### src/rtl/tbc_pkg.sv
package tbc_pkg;

    localparam int CW      = 32;          // coordinate width
    localparam int DW      = CW + 1;      // width of a coordinate difference
    localparam int LO_W    = DW / 2;      // low slice of the multiplier operand
    localparam int HI_W    = DW - LO_W;   // high slice of the multiplier operand
    localparam int PW      = 2 * DW;      // product width
    localparam int DCNT_W  = $clog2(DW);
    localparam int MAX_V   = 7;           // vertex capacity of one buffer
    localparam int IDX_W   = $clog2(MAX_V + 1);
    localparam int NREG    = 4;
    localparam int CIDX_W  = $clog2(NREG);

    localparam logic [CIDX_W-1:0] REG_MIN_X = CIDX_W'(0);
    localparam logic [CIDX_W-1:0] REG_MAX_X = CIDX_W'(1);
    localparam logic [CIDX_W-1:0] REG_MIN_Y = CIDX_W'(2);
    localparam logic [CIDX_W-1:0] REG_MAX_Y = CIDX_W'(3);

    localparam logic signed [CW-1:0] RST_MIN = CW'(0);
    localparam logic signed [CW-1:0] RST_MAX = CW'(65536);

    typedef logic signed [CW-1:0] coord_t;

    typedef struct packed {
        logic accept;
        logic pass_init;
        logic step;
        logic mul_lo;
        logic mul_hi;
        logic div_step;
        logic put_cross;
        logic emit;
    } cmd_t;

    typedef struct packed {
        logic tri_done;
        logic pass_end;
        logic last_pass;
        logic need_cross;
        logic div_done;
        logic emit_last;
    } status_t;

    typedef enum logic [7:0] {
        ST_IDLE      = 8'b0000_0001,
        ST_PASS_INIT = 8'b0000_0010,
        ST_STEP      = 8'b0000_0100,
        ST_MUL_LO    = 8'b0000_1000,
        ST_MUL_HI    = 8'b0001_0000,
        ST_DIVIDE    = 8'b0010_0000,
        ST_PUT_CROSS = 8'b0100_0000,
        ST_EMIT      = 8'b1000_0000
    } state_t;

endpackage

### src/rtl/tbc_ctrl.sv
module tbc_ctrl (
    input  logic              clk,
    input  logic              rst_n,
    input  tbc_pkg::status_t  status,
    output tbc_pkg::cmd_t     cmd,
    output tbc_pkg::state_t   state
);

    tbc_pkg::state_t state_reg;
    tbc_pkg::state_t state_next;

    always_ff @(posedge clk or negedge rst_n)
    begin
        if (!rst_n)
        begin
            state_reg <= tbc_pkg::ST_IDLE;
        end
        else
        begin
            state_reg <= state_next;
        end
    end

    always_comb
    begin
        cmd        = '0;
        state_next = state_reg;
        case (state_reg)
            tbc_pkg::ST_IDLE:
            begin
                cmd.accept = 1'b1;
                if (status.tri_done)
                begin
                    state_next = tbc_pkg::ST_PASS_INIT;
                end
            end
            tbc_pkg::ST_PASS_INIT:
            begin
                cmd.pass_init = 1'b1;
                state_next    = tbc_pkg::ST_STEP;
            end
            tbc_pkg::ST_STEP:
            begin
                cmd.step = 1'b1;
                if (status.pass_end)
                begin
                    state_next = status.last_pass ? tbc_pkg::ST_EMIT : tbc_pkg::ST_PASS_INIT;
                end
                else if (status.need_cross)
                begin
                    state_next = tbc_pkg::ST_MUL_LO;
                end
            end
            tbc_pkg::ST_MUL_LO:
            begin
                cmd.mul_lo = 1'b1;
                state_next = tbc_pkg::ST_MUL_HI;
            end
            tbc_pkg::ST_MUL_HI:
            begin
                cmd.mul_hi = 1'b1;
                state_next = tbc_pkg::ST_DIVIDE;
            end
            tbc_pkg::ST_DIVIDE:
            begin
                cmd.div_step = 1'b1;
                if (status.div_done)
                begin
                    state_next = tbc_pkg::ST_PUT_CROSS;
                end
            end
            tbc_pkg::ST_PUT_CROSS:
            begin
                cmd.put_cross = 1'b1;
                state_next    = tbc_pkg::ST_STEP;
            end
            tbc_pkg::ST_EMIT:
            begin
                cmd.emit = 1'b1;
                if (status.emit_last)
                begin
                    state_next = tbc_pkg::ST_IDLE;
                end
            end
            default:
            begin
                state_next = tbc_pkg::ST_IDLE;
            end
        endcase
    end

    assign state = state_reg;

endmodule

### src/rtl/tbc_datapath.sv
module tbc_datapath (
    input  logic                          clk,
    input  logic                          rst_n,
    input  tbc_pkg::cmd_t                 cmd,
    output tbc_pkg::status_t              status,
    input  logic                          cfg_we,
    input  logic [tbc_pkg::CIDX_W-1:0]    cfg_index,
    input  logic [tbc_pkg::CW-1:0]        cfg_data,
    input  logic                          in_valid,
    input  tbc_pkg::coord_t               vertex_x,
    input  tbc_pkg::coord_t               vertex_y,
    input  logic                          out_stall,
    output logic                          out_valid,
    output tbc_pkg::coord_t               out_x,
    output tbc_pkg::coord_t               out_y,
    output logic                          out_last,
    output logic                          out_empty
);

    tbc_pkg::coord_t bx_reg [2][tbc_pkg::MAX_V];
    tbc_pkg::coord_t by_reg [2][tbc_pkg::MAX_V];
    logic [tbc_pkg::IDX_W-1:0] len_reg [2];

    tbc_pkg::coord_t min_x_reg, max_x_reg, min_y_reg, max_y_reg;
    logic [1:0]                 cnt_reg;
    logic [1:0]                 pass_reg;
    logic [tbc_pkg::IDX_W-1:0]  idx_reg;
    logic                       cross_done_reg;
    logic [tbc_pkg::DCNT_W-1:0] dcnt_reg;
    logic                       ov_reg;

    tbc_pkg::coord_t            prev_x_reg, prev_y_reg;
    logic [tbc_pkg::DW-1:0]     ma_reg, mb_reg, md_reg;
    logic                       neg_reg;
    logic [tbc_pkg::PW-1:0]     prod_reg;
    tbc_pkg::coord_t            ox_reg, oy_reg;
    logic                       olast_reg, oempty_reg;

    logic                       src, dst, axis, inv, accept;
    logic [tbc_pkg::IDX_W-1:0]  n_src, n0, rd_idx;
    logic [2:0]                 rd_sel;
    tbc_pkg::coord_t            rx, ry, c, pa, po, qa, qo;
    logic                       p_gt, p_lt, q_gt, q_lt, keep, crossing;
    logic signed [tbc_pkg::DW-1:0] num, dot, den;
    logic [tbc_pkg::DW-1:0]     mfac;
    logic [tbc_pkg::DW+tbc_pkg::HI_W-1:0] mprod;
    logic [tbc_pkg::DW:0]       dtrial, dsub;
    logic                       dge;
    logic signed [tbc_pkg::DW:0] sq, cross_o;
    tbc_pkg::coord_t            cx, cy, wx, wy;
    logic                       wr_en, load, is_last;

    assign src   = pass_reg[0];
    assign dst   = ~pass_reg[0];
    assign axis  = pass_reg[1];
    assign inv   = pass_reg[0];
    assign n_src = len_reg[src];
    assign n0    = len_reg[0];
    assign accept = cmd.accept && in_valid;

    always_comb
    begin
        case (pass_reg)
            2'd0:    c = min_x_reg;
            2'd1:    c = max_x_reg;
            2'd2:    c = min_y_reg;
            default: c = max_y_reg;
        endcase
    end

    // single read port over both buffers
    always_comb
    begin
        rd_idx = idx_reg;
        if (cmd.pass_init)
        begin
            rd_idx = (n_src == '0) ? '0 : n_src - 1'b1;
        end
        if (rd_idx >= tbc_pkg::IDX_W'(tbc_pkg::MAX_V))
        begin
            rx = '0;
            ry = '0;
        end
        else
        begin
            rx = bx_reg[cmd.emit ? 1'b0 : src][rd_idx[tbc_pkg::IDX_W-1:0]];
            ry = by_reg[cmd.emit ? 1'b0 : src][rd_idx[tbc_pkg::IDX_W-1:0]];
        end
    end
    assign rd_sel = '0;

    assign pa = axis ? ry : rx;
    assign po = axis ? rx : ry;
    assign qa = axis ? prev_y_reg : prev_x_reg;
    assign qo = axis ? prev_x_reg : prev_y_reg;

    assign p_gt = pa > c;
    assign p_lt = pa < c;
    assign q_gt = qa > c;
    assign q_lt = qa < c;
    assign keep = !(p_gt || p_lt) || (inv ? p_lt : p_gt);
    assign crossing = (p_gt && q_lt) || (p_lt && q_gt);

    assign num = {c[tbc_pkg::CW-1], c}   - {qa[tbc_pkg::CW-1], qa};
    assign dot = {po[tbc_pkg::CW-1], po} - {qo[tbc_pkg::CW-1], qo};
    assign den = {pa[tbc_pkg::CW-1], pa} - {qa[tbc_pkg::CW-1], qa};

    // shared multiplier: low slice first, high slice second
    assign mfac  = cmd.mul_hi ? tbc_pkg::DW'(mb_reg[tbc_pkg::DW-1:tbc_pkg::LO_W])
                              : tbc_pkg::DW'(mb_reg[tbc_pkg::LO_W-1:0]);
    assign mprod = ma_reg * mfac[tbc_pkg::HI_W-1:0];

    // restoring divider, one quotient bit a cycle, quotient shifts into the low half
    assign dtrial = {prod_reg[tbc_pkg::PW-1:tbc_pkg::DW], prod_reg[tbc_pkg::DW-1]};
    assign dge    = dtrial >= {1'b0, md_reg};
    assign dsub   = dtrial - {1'b0, md_reg};

    assign sq = neg_reg ? -$signed({1'b0, prod_reg[tbc_pkg::DW-1:0]})
                        :  $signed({1'b0, prod_reg[tbc_pkg::DW-1:0]});
    assign cross_o = sq + {{2{qo[tbc_pkg::CW-1]}}, qo};
    assign cx = axis ? cross_o[tbc_pkg::CW-1:0] : c;
    assign cy = axis ? c : cross_o[tbc_pkg::CW-1:0];

    assign status.tri_done   = accept && (cnt_reg == 2'd2);
    assign status.pass_end   = (idx_reg == n_src);
    assign status.last_pass  = (pass_reg == 2'd3);
    assign status.need_cross = crossing && !cross_done_reg;
    assign status.div_done   = (dcnt_reg == tbc_pkg::DCNT_W'(tbc_pkg::DW - 1));

    // output register takes a beat when empty or when the current one leaves
    assign load    = cmd.emit && (!ov_reg || !out_stall);
    assign is_last = (n0 == '0) || (idx_reg + 1'b1 == n0);
    assign status.emit_last = load && is_last;

    always_comb
    begin
        wr_en = 1'b0;
        wx    = rx;
        wy    = ry;
        if (cmd.put_cross)
        begin
            wr_en = 1'b1;
            wx    = cx;
            wy    = cy;
        end
        else if (cmd.step && !status.pass_end && !status.need_cross && keep)
        begin
            wr_en = 1'b1;
        end
        if (len_reg[dst] >= tbc_pkg::IDX_W'(tbc_pkg::MAX_V))
        begin
            wr_en = 1'b0;
        end
    end

    always_ff @(posedge clk or negedge rst_n)
    begin
        if (!rst_n)
        begin
            min_x_reg      <= tbc_pkg::RST_MIN;
            max_x_reg      <= tbc_pkg::RST_MAX;
            min_y_reg      <= tbc_pkg::RST_MIN;
            max_y_reg      <= tbc_pkg::RST_MAX;
            cnt_reg        <= '0;
            len_reg[0]     <= '0;
            len_reg[1]     <= '0;
            pass_reg       <= '0;
            idx_reg        <= '0;
            cross_done_reg <= 1'b0;
            dcnt_reg       <= '0;
            ov_reg         <= 1'b0;
        end
        else
        begin
            if (cfg_we)
            begin
                case (cfg_index)
                    tbc_pkg::REG_MIN_X: min_x_reg <= cfg_data;
                    tbc_pkg::REG_MAX_X: max_x_reg <= cfg_data;
                    tbc_pkg::REG_MIN_Y: min_y_reg <= cfg_data;
                    tbc_pkg::REG_MAX_Y: max_y_reg <= cfg_data;
                    default:            min_x_reg <= min_x_reg;
                endcase
            end
            if (accept)
            begin
                if (cnt_reg == 2'd2)
                begin
                    cnt_reg    <= '0;
                    len_reg[0] <= tbc_pkg::IDX_W'(3);
                end
                else
                begin
                    cnt_reg <= cnt_reg + 1'b1;
                end
            end
            if (cmd.pass_init)
            begin
                len_reg[dst]   <= '0;
                idx_reg        <= '0;
                cross_done_reg <= 1'b0;
            end
            if (wr_en)
            begin
                len_reg[dst] <= len_reg[dst] + 1'b1;
            end
            if (cmd.step)
            begin
                if (status.pass_end)
                begin
                    pass_reg <= pass_reg + 1'b1;
                    idx_reg  <= '0;
                end
                else if (!status.need_cross)
                begin
                    idx_reg        <= idx_reg + 1'b1;
                    cross_done_reg <= 1'b0;
                end
            end
            if (cmd.mul_lo)
            begin
                dcnt_reg <= '0;
            end
            if (cmd.div_step)
            begin
                dcnt_reg <= dcnt_reg + 1'b1;
            end
            if (cmd.put_cross)
            begin
                cross_done_reg <= 1'b1;
            end
            if (load)
            begin
                ov_reg  <= 1'b1;
                idx_reg <= is_last ? '0 : idx_reg + 1'b1;
            end
            else if (!out_stall)
            begin
                ov_reg <= 1'b0;
            end
        end
    end

    always_ff @(posedge clk)
    begin
        if (accept)
        begin
            bx_reg[0][cnt_reg] <= vertex_x;
            by_reg[0][cnt_reg] <= vertex_y;
        end
        if (wr_en)
        begin
            bx_reg[dst][len_reg[dst][tbc_pkg::IDX_W-1:0]] <= wx;
            by_reg[dst][len_reg[dst][tbc_pkg::IDX_W-1:0]] <= wy;
        end
        if (cmd.pass_init || (cmd.step && !status.pass_end && !status.need_cross))
        begin
            prev_x_reg <= rx;
            prev_y_reg <= ry;
        end
        if (cmd.step)
        begin
            ma_reg  <= num[tbc_pkg::DW-1] ? tbc_pkg::DW'(-num) : tbc_pkg::DW'(num);
            mb_reg  <= dot[tbc_pkg::DW-1] ? tbc_pkg::DW'(-dot) : tbc_pkg::DW'(dot);
            md_reg  <= den[tbc_pkg::DW-1] ? tbc_pkg::DW'(-den) : tbc_pkg::DW'(den);
            neg_reg <= num[tbc_pkg::DW-1] ^ dot[tbc_pkg::DW-1] ^ den[tbc_pkg::DW-1];
        end
        if (cmd.mul_lo)
        begin
            prod_reg <= tbc_pkg::PW'(mprod);
        end
        if (cmd.mul_hi)
        begin
            prod_reg <= prod_reg + (tbc_pkg::PW'(mprod) << tbc_pkg::LO_W);
        end
        if (cmd.div_step)
        begin
            prod_reg <= {(dge ? dsub[tbc_pkg::DW-1:0] : dtrial[tbc_pkg::DW-1:0]),
                         prod_reg[tbc_pkg::DW-2:0], dge};
        end
        if (load)
        begin
            ox_reg     <= (n0 == '0) ? '0 : rx;
            oy_reg     <= (n0 == '0) ? '0 : ry;
            olast_reg  <= is_last;
            oempty_reg <= (n0 == '0);
        end
    end

    assign out_valid = ov_reg | (|rd_sel);
    assign out_x     = ox_reg;
    assign out_y     = oy_reg;
    assign out_last  = olast_reg;
    assign out_empty = oempty_reg;

endmodule

### src/rtl/triangle_box_clipper_top.sv
// The first vertex beats are only stored; the third starts four clip passes, each stepping
//   through the pass's input vertices, then the result beats follow one a cycle while
//   out_stall is low. A new triangle is taken only after its last result beat.
// Each crossing point costs a decision step, a low and a high multiply step, the shared
//   one-bit-a-cycle divider and a write.
// Reset (rst_n low, asynchronous): controller to idle, vertex count and buffer lengths
//   cleared, box registers to 0 / 65536 / 0 / 65536, no result beat pending.
module triangle_box_clipper_top (
    input  logic                          clk,
    input  logic                          rst_n,
    input  logic                          cfg_we,
    input  logic [tbc_pkg::CIDX_W-1:0]    cfg_index,
    input  logic [tbc_pkg::CW-1:0]        cfg_data,
    input  logic                          in_valid,
    output logic                          in_stall,
    input  tbc_pkg::coord_t               vertex_x,
    input  tbc_pkg::coord_t               vertex_y,
    output logic                          out_valid,
    input  logic                          out_stall,
    output tbc_pkg::coord_t               out_x,
    output tbc_pkg::coord_t               out_y,
    output logic                          out_last,
    output logic                          out_empty
);

    tbc_pkg::cmd_t    cmd;
    tbc_pkg::status_t status;
    tbc_pkg::state_t  state;

    // sequencer: vertex intake, clip passes, crossing arithmetic, result beats
    tbc_ctrl u_ctrl (
        .clk    (clk),
        .rst_n  (rst_n),
        .status (status),
        .cmd    (cmd),
        .state  (state)
    );

    // vertex buffers, box registers, multiplier, divider and output register
    tbc_datapath u_dp (
        .clk       (clk),
        .rst_n     (rst_n),
        .cmd       (cmd),
        .status    (status),
        .cfg_we    (cfg_we),
        .cfg_index (cfg_index),
        .cfg_data  (cfg_data),
        .in_valid  (in_valid),
        .vertex_x  (vertex_x),
        .vertex_y  (vertex_y),
        .out_stall (out_stall),
        .out_valid (out_valid),
        .out_x     (out_x),
        .out_y     (out_y),
        .out_last  (out_last),
        .out_empty (out_empty)
    );

    // take vertex beats only while idle
    assign in_stall = !cmd.accept;

    // an empty beat is always the final one and carries a zero vertex
    a_empty_form: assert property (@(posedge clk) disable iff (!rst_n)
        out_valid && out_empty |-> out_last && out_x == '0 && out_y == '0)
        else $error("empty beat malformed");

    // the divider runs only after both multiply cycles
    a_div_order: assert property (@(posedge clk) disable iff (!rst_n)
        state == tbc_pkg::ST_MUL_HI |=> state == tbc_pkg::ST_DIVIDE)
        else $error("divider not started after multiply");

    // a crossing point is written only right after the divider finishes
    a_put_after_div: assert property (@(posedge clk) disable iff (!rst_n)
        state == tbc_pkg::ST_PUT_CROSS |-> $past(state) == tbc_pkg::ST_DIVIDE)
        else $error("crossing put without division");

endmodule
### config.mk
export PLATFORM = sky130hd
export DESIGN_NAME = triangle_box_clipper_top
export DESIGN_NICKNAME = d
export VERILOG_FILES = /design/src/rtl/tbc_pkg.sv /design/src/rtl/tbc_ctrl.sv /design/src/rtl/tbc_datapath.sv /design/src/rtl/triangle_box_clipper_top.sv
export SDC_FILE = /design/constraint.sdc
export NUM_CORES = 2
export LEC_CHECK = 0
export BUFFER_PORTS_ARGS = -buffer_cell sky130_fd_sc_hd__clkbuf_2
export CORE_ASPECT_RATIO = 1.75
export CORE_MARGIN = 5
export CORE_UTILIZATION = 60
export CTS_CLUSTER_SIZE = 14
export DETAILED_ROUTE_END_ITERATION = 10
export PLACE_DENSITY = 0.73
export SLEW_MARGIN = 5
export SYNTH_ARGS = -nofsm -noshare
export SYNTH_HDL_FRONTEND = slang
export SYNTH_SLANG_ARGS = --single-unit
### constraint.sdc
create_clock -name clk -period 17 [get_ports clk]
set_input_delay 1.7 -clock clk [delete_from_list [all_inputs] [get_ports clk]]
set_output_delay 1.7 -clock clk [all_outputs]
set_load 0.02 [all_outputs]
# Yosys cells after proc, flatten, opt, wreduce, memory -nomap -nowiden
# Memory sizes are Yosys's and may differ from the RTL's.
# Cells that the tools add are included.
[op_classes]
add_sub_neg = 16
n_mul = 1
order_cmp = 15
n_eq_ne = 23
mux = 91
bitwise = 10
n_reduce_logical = 41
[ops]
columns = ["cell", "n"]
rows = [
  ["$mux 224", 6],
  ["$mux 32", 20],
  ["$reduce_or 224->1", 2],
  ["$mux 66", 3],
  ["$bmux 32 s3", 2],
  ["$demux 32 s3", 2],
  ["$neg 33->33", 3],
  ["$sub 32x32->33", 3],
  ["$pmux 32 s3", 1],
  ["$add 66x66->66", 1],
  ["$gt 32x32->1", 2],
  ["$lt 32x32->1", 2],
  ["$pmux 8 s7", 1],
  ["$mux 3", 17],
  ["$mul 33x17->50", 1],
  ["$mux 8", 6],
  ["$ge 34x33->1", 1],
  ["$mux 33", 1],
  ["$sub 33x33->33", 1],
  ["$add 32x32->32", 1],
  ["$neg 32->32", 1],
  ["$mux 1", 24],
  ["$mux 6", 4],
  ["$mux 17", 1],
  ["other kinds (46)", 91],
]
[word_totals]
regBits = 453
ram_bits = 896
inputBits = 103
output_inout_bits = 68
word_cells = 226
memories = 2
[mem_list]
columns = ["memory", "depth", "width", "rd", "rd_ports_with_merged_regs", "write_ports", "line", "rtl"]
rows = [
  ["u_dp.bx_reg", 2, 224, 1, 0, 1, "tbc_datapath.sv:20", "tbc_pkg::coord_t bx_reg [2][tbc_pkg::MAX_V];"],
  ["u_dp.by_reg", 2, 224, 1, 0, 1, "tbc_datapath.sv:21", "tbc_pkg::coord_t by_reg [2][tbc_pkg::MAX_V];"],
]

# Longest topological paths before layout
[depth]
word_depth = 27
mapped_depth = 43
depth_no_buf = 40

# Cells and area by module
# A second synthesis with hierarchy kept.
[hier_totals]
hier_cells = 7956
hier_area_um2 = 90453.0
[modules_own_cells]
columns = ["mod", "n_inst", "cells_per_inst", "area_per_inst_um2", "seq_area_each_um2"]
rows = [
  ["tbc_datapath", 1, 7902, 89945.0, 39525.4],
  ["tbc_ctrl", 1, 53, 504.2, 201.4],
  ["triangle_box_clipper_top", 1, 1, 3.8, 0.0],
]

# Least setup slack after synthesis
# No wires, ideal clock.
[synth_path]
kind = "reg2reg"
start = "register u_dp.pass_reg[0]"
end = "memory u_dp.bx_reg[1][160] (netlist name) (enable)"
setup_time_ps = 667
t_arrival_ps = 11933
required_ps = 16333
setup_slack_ps = 4401
stages_incl_launch_ff = 29
path_buffers = 6
synth_period_minus_slack_ps = 12599
path_cell_list = "dfrtp_1 > buf_2 > nand2_1 > a21boi_0 > nand2_1 > inv_1 > ha_1 > nor3_1 > a21oi_2 > buf_2 > buf_2 > buf_1 > a311oi_1 > o31ai_1 > inv_1 > nand2_1 > o21ai_0 > ha_1 > a21o_1 > a221o_1 > a21o_1 > o21ai_0 > a21bo_2 > nand2_1 > a311oi_2 > a21oi_1 > buf_2 > buf_2 > nor4b_1"
[synth_between]
elab_chain_len = 27
elab_cells_between_ends = 64
classes_between = "add/sub (1); order compare (8); eq/ne (3); mux (29); bitwise (5); reduce/logical (16); memory (2)"
[synth_rtl]
columns = ["element", "line", "rtl"]
rows = [
  ["from (decl)", "tbc_datapath.sv:26", "logic [1:0] pass_reg;"],
  ["from (signal assigned)", "tbc_datapath.sv:211", "pass_reg <= pass_reg + 1'b1;"],
  ["$not 1->2 (not written as such)", "tbc_datapath.sv:57", "assign n_src = len_reg[src];"],
  ["$mux 3 (not written as such) (3 in a row)", "tbc_datapath.sv:57", ""],
  ["$sub 3x1->3 or $logic_not 3->1 (tied branches)", "tbc_datapath.sv:77", "rd_idx = (n_src == '0) ? '0 : n_src - 1'b1;"],
  ["$mux 3", "tbc_datapath.sv:77", ""],
  ["$mux 3", "tbc_datapath.sv:75", "if (cmd.pass_init)"],
  ["$not 3->4", "tbc_datapath.sv:87", "ry = by_reg[cmd.emit ? 1'b0 : src][rd_idx[tbc_pkg::IDX_W-1:0]];"],
  ["$bmux 32 s3", "tbc_datapath.sv:87", ""],
  ["$mux 32 (2 in a row)", "tbc_datapath.sv:87", ""],
  ["[... 1 more ...]", "-", ""],
  ["via u_dp.ry[3]", "tbc_datapath.sv:42", "tbc_pkg::coord_t rx, ry, c, pa, po, qa, qo;"],
  ["[... 7 more ...]", "-", ""],
  ["$logic_and 1x1->1 *", "tbc_datapath.sv:146", "else if (cmd.step && !status.pass_end && !status.need_cross && keep)"],
  ["$mux 1 *", "tbc_datapath.sv:146", ""],
  ["$mux 1 *", "tbc_datapath.sv:140", "if (cmd.put_cross)"],
  ["$mux 1 *", "tbc_datapath.sv:150", "if (len_reg[dst] >= tbc_pkg::IDX_W'(tbc_pkg::MAX_V))"],
  ["$mux 1 *", "tbc_datapath.sv:251", "if (wr_en)"],
  ["$mux 224 (not written as such) *", "tbc_datapath.sv:253", "bx_reg[dst][len_reg[dst][tbc_pkg::IDX_W-1:0]] <= wx;"],
  ["$reduce_or 224->1 (no line)", "-", ""],
  ["$mux 1 (no line) or $mux 224 (tied branches)", "-", ""],
  ["to (decl)", "tbc_datapath.sv:20", ""],
]
# Mark *: on every way through the listed nets, which the timed path passes. The rest lies on a longest branch. The select of a mux whose other input is x is not followed.

# Final worst setup path
[layout_path]
start = "register u_ctrl.state_reg[6], in the netlist u_ctrl.state[6]"
end = "register u_dp.prod_reg[62] (netlist name), data pin"
[layout_between]
elab_chain_len = 7
elab_cells_between_ends = 9
classes_between = "add/sub (1); mul (1); eq/ne (2); mux (5)"
[layout_rtl]
columns = ["element", "line", "rtl"]
rows = [
  ["from (decl)", "tbc_ctrl.sv:9", "tbc_pkg::state_t state_reg;"],
  ["from (signal assigned)", "tbc_ctrl.sv:16", "state_reg <= tbc_pkg::ST_IDLE;"],
  ["from (signal assigned)", "tbc_ctrl.sv:20", "state_reg <= state_next;"],
  ["$eq 8x5->1", "tbc_ctrl.sv:28", "case (state_reg)"],
  ["$mux 1", "tbc_ctrl.sv:28", ""],
  ["$mux 17", "tbc_datapath.sv:109", "assign mfac = cmd.mul_hi ? tbc_pkg::DW'(mb_reg[tbc_pkg::DW-1:tbc_pkg::LO_W])"],
  ["$mul 33x17->50", "tbc_datapath.sv:111", "assign mprod = ma_reg * mfac[tbc_pkg::HI_W-1:0];"],
  ["$add 66x66->66", "tbc_datapath.sv:274", "prod_reg <= prod_reg + (tbc_pkg::PW'(mprod) << tbc_pkg::LO_W);"],
  ["$mux 66", "tbc_datapath.sv:272", "if (cmd.mul_hi)"],
  ["$mux 66 *", "tbc_datapath.sv:276", "if (cmd.div_step)"],
  ["to (signal assigned)", "tbc_datapath.sv:270", "prod_reg <= tbc_pkg::PW'(mprod);"],
  ["to (signal assigned)", "tbc_datapath.sv:274", ""],
  ["to (signal assigned)", "tbc_datapath.sv:278", "prod_reg <= {(dge ? dsub[tbc_pkg::DW-1:0] : dtrial[tbc_pkg::DW-1:0]),"],
  ["to (decl)", "tbc_datapath.sv:35", "logic [tbc_pkg::PW-1:0] prod_reg;"],
]
# Mark *: on every way between the ends. The rest lies on a longest branch, timed or not.
# A chain may end at the register's enable or synchronous reset.

==> run metrics <==
CP bufs+invs=5; Main synth FF type=edfxtp_1; Synth warnings=0; initial antenna violation count=24; max-cap viol count=0; Min Hold Slack=501.4 ps; CTS sink count=1349; Remaining Overflow, GRT=0; Mean Syn Cell Area=between 10 and 15 um^2; Post-CTS Resized=0; Synth top area share=0.4022; Detailed Routing Iterations Pass 1=6; Worst Setup End Kind=flip-flop; Hold Path Sink=u_dp.max_y_reg[6]$_DFFE_PN0P_; die width=301.1 um; vias in the first global route=67690; vias per cell=6.465; Die Area=approximately 160000 um^2; Post-Route WL=291200 um; cell mode on critical path=fa_1; outcome=finished, final reports clean; maximum clock frequency=80.60 MHz; ys async rst share=0.1164; Synth area leader=edfxtp_1; routability cong.=about 1.1; hold crit path type=reg -> reg; worst flop-to-flop path startpoint=u_ctrl.state[6]$_DFFE_PN0P_; WP data arrival=between 10000 and 15000 ps; syn_nets=approximately 9200; # DRC=0; FF-to-FF path depth=38; endpoints failing hold=0; Final setup viols=0; GRT Overall Usage=0.3668; placed cell count=10140; Iter 0 DRT Violations=6186; Root Driver=clkbuf_16; area added between synthesis and finish=8.012%; peak per-stage delay on the critical path=750 ps; Synth Cell Area=89000 um^2; IO Port Bufs=170; min cycle time layout=12410 ps; share of cells above drive strength 1=0.1071; TritonCTS Buffers=116; post-route antenna net violation count=0; commonest cells in the netlist=edfxtp_1, nand2_1, inv_1; latest clock arrival within the worst-skew pair=~770 ps; Critical Path Start Type=flip-flop; CTS Hold Buffers Added=0; Setup TNS=0 ps; CTS tree=built; Layout Cells excl Fill=10340; clk_skew=71.01 ps; worst hold path depth=1; RR Endpoint=u_dp.prod_reg[62]$_DFFE_PP_; Layout Nets=9228; Req. time, crit path=around 18000 ps; CORE AREA=approximately 150000 um^2; number of synthesized flops with an enable pin=1192; Slew Limit Fails=0; clk buf depth=3; Netlist cell types=103; clk slew on worst S/H paths=70 ps; maximum fanout along the worst path=39; Row Count=around 190; family with the most delay on the worst path=adder cells; relative slew slack=0.07555; Area contributors post-synth=edfxtp_1, fa_1, ha_1; H-tree depth=3; dpl hpwl=211900 um; RSZ-0062 raised after global routing=false; first-pass GRT wire length=426300 um; # Post-CTS Setup Buffers=0; final period utilization=0.7299; Post-Syn Instances=8210; number of synthesized register bits=1349; Worst Tran Pin Value=roughly 1400 ps; most frequent cell after synthesis=edfxtp_1; crit path kind=reg -> reg; reg2reg setup slack=4590 ps; IO Pins=roughly 170; Hold Startpoint=u_dp.max_y_reg[6]$_DFFE_PN0P_; WL/cell=28.16 um; Critical-path top delay cell=nor4_1; post-synthesis sequential area ratio=0.4464; Starting Density=0.6019; largest net degree at the start of global routing=190; die height=between 500 and 600 um; total number of vias=about 67000
-- layer usage --
metal / routed length, um / global-route usage / up-vias
li1: - / - / 29170
met1: 92680 / 0.3912 / 33140
met2: 144100 / 0.6303 / 3407
met3: 23990 / 0.07244 / 1108
met4: 30280 / 0.2950 / 14
met5: 95 / 0 / -
-- area by class of cell --
type / instances / area (um^2)
repair buffers: 375 / 2459
well taps: 1984 / 2482
diodes: 20 / 50.05
inverters: 819 / 3077
clock inverters: 32 / 435.4
clock buffers: 148 / 3115
flip-flops and latches: 1349 / 39730
multi-input cells: 5612 / 44780
fillers: 11570 / 51740
-- placed cells by master (no fill, tap or decap), types with 20 or more instances in the layout --
| cell | Yosys | routed |
|---|---|---|
| o211ai_1 | 42 | 42 |
| or2_2 | 20 | 20 |
| ha_1 | 382 | 382 |
| or3_1 | 25 | 25 |
| a21oi_1 | 361 | 359 |
| nor2b_1 | 153 | 153 |
| mux2i_1 | 137 | 136 |
| mux2_2 | 188 | 187 |
| inv_1 | 818 | 816 |
| and3_1 | 59 | 58 |
| diode_2 | 0 | 20 |
| clkbuf_2 | 0 | 169 |
| nor2_1 | 366 | 363 |
| edfxtp_1 | 1192 | 1192 |
| o21a_1 | 46 | 46 |
| xnor2_1 | 224 | 224 |
| dfrtp_1 | 154 | 153 |
| o311ai_0 | 45 | 45 |
| nand4_1 | 36 | 36 |
| a311oi_1 | 110 | 110 |
| and2_1 | 209 | 209 |
| o31ai_1 | 83 | 76 |
| mux4_2 | 70 | 70 |
| clkbuf_1 | 327 | 25 |
| o22ai_1 | 22 | 22 |
| o21ai_0 | 304 | 292 |
| a21o_1 | 170 | 170 |
| nand3_1 | 91 | 90 |
| fa_1 | 470 | 470 |
| a22oi_1 | 26 | 26 |
| xor2_1 | 101 | 101 |
| a31oi_1 | 62 | 60 |
| nand2b_1 | 30 | 30 |
| buf_4 | 0 | 200 |
| clkbuf_16 | 0 | 118 |
| a211oi_1 | 174 | 173 |
| o21bai_1 | 33 | 33 |
| nor3_1 | 96 | 95 |
| nand2_1 | 1150 | 1146 |
-- kinds of logic (layout without fill, tap and decap cells) --
family	count (synthesis)	after routing	synth area share
fa+ha+maj	852	852	0.1594
buf+inv	1249	1374	0.05341
mux	396	396	0.05704
xor+xnor	327	327	0.03242
other cells	0	20	0
simple gates	2337	2337	0.1215
flops	1349	1349	0.4464
compound gates	1700	1700	0.1299
-- worst max-delay path by stage --
| stage | start | slack [ps] | cells after the start | to |
|---|---|---|---|---|
| 6_report | u_ctrl.state[6]$_DFFE_PN0P_ | 4590 | 38 | u_dp.prod_reg[62]$_DFFE_PP_ |
| 5_1_grt | u_ctrl.state[6]$_DFFE_PN0P_ | 4170 | 40 | u_dp.prod_reg[62]$_DFFE_PP_ |
| 3_5_place_dp | u_ctrl.state[6]$_DFFE_PN0P_ | 4900 | 38 | u_dp.prod_reg[62]$_DFFE_PP_ |
| 3_3_place_gp | u_ctrl.state[6]$_DFFE_PN0P_ | 5160 | 40 | u_dp.prod_reg[62]$_DFFE_PP_ |
| 2_1_floorplan | u_dp.pass_reg[0]$_DFFE_PN0P_ | 4400 | 28 | u_dp.bx_reg[1][160]$_DFFE_PP_ |
| 4_1_cts | u_ctrl.state[6]$_DFFE_PN0P_ | 4880 | 38 | u_dp.prod_reg[62]$_DFFE_PP_ |
-- through the flow --
| stage | instance area, um^2 | setup WS (ps) | utilization |
|---|---|---|---|
| 2_1_floorplan | 89000 | 4401 | - |
| 3_3_place_gp | 92520 | 5161 | 0.6257 |
| 3_5_place_dp | 92520 | 4896 | 0.6257 |
| 4_1_cts | 96070 | 4884 | 0.6497 |
| 5_1_grt | 96090 | 4175 | 0.6498 |
| 6_report | 96130 | 4592 | 0.6501 |
Power is not shown: default switching activity piles up to over one toggle a cycle in this logic, so the estimate is an artifact.
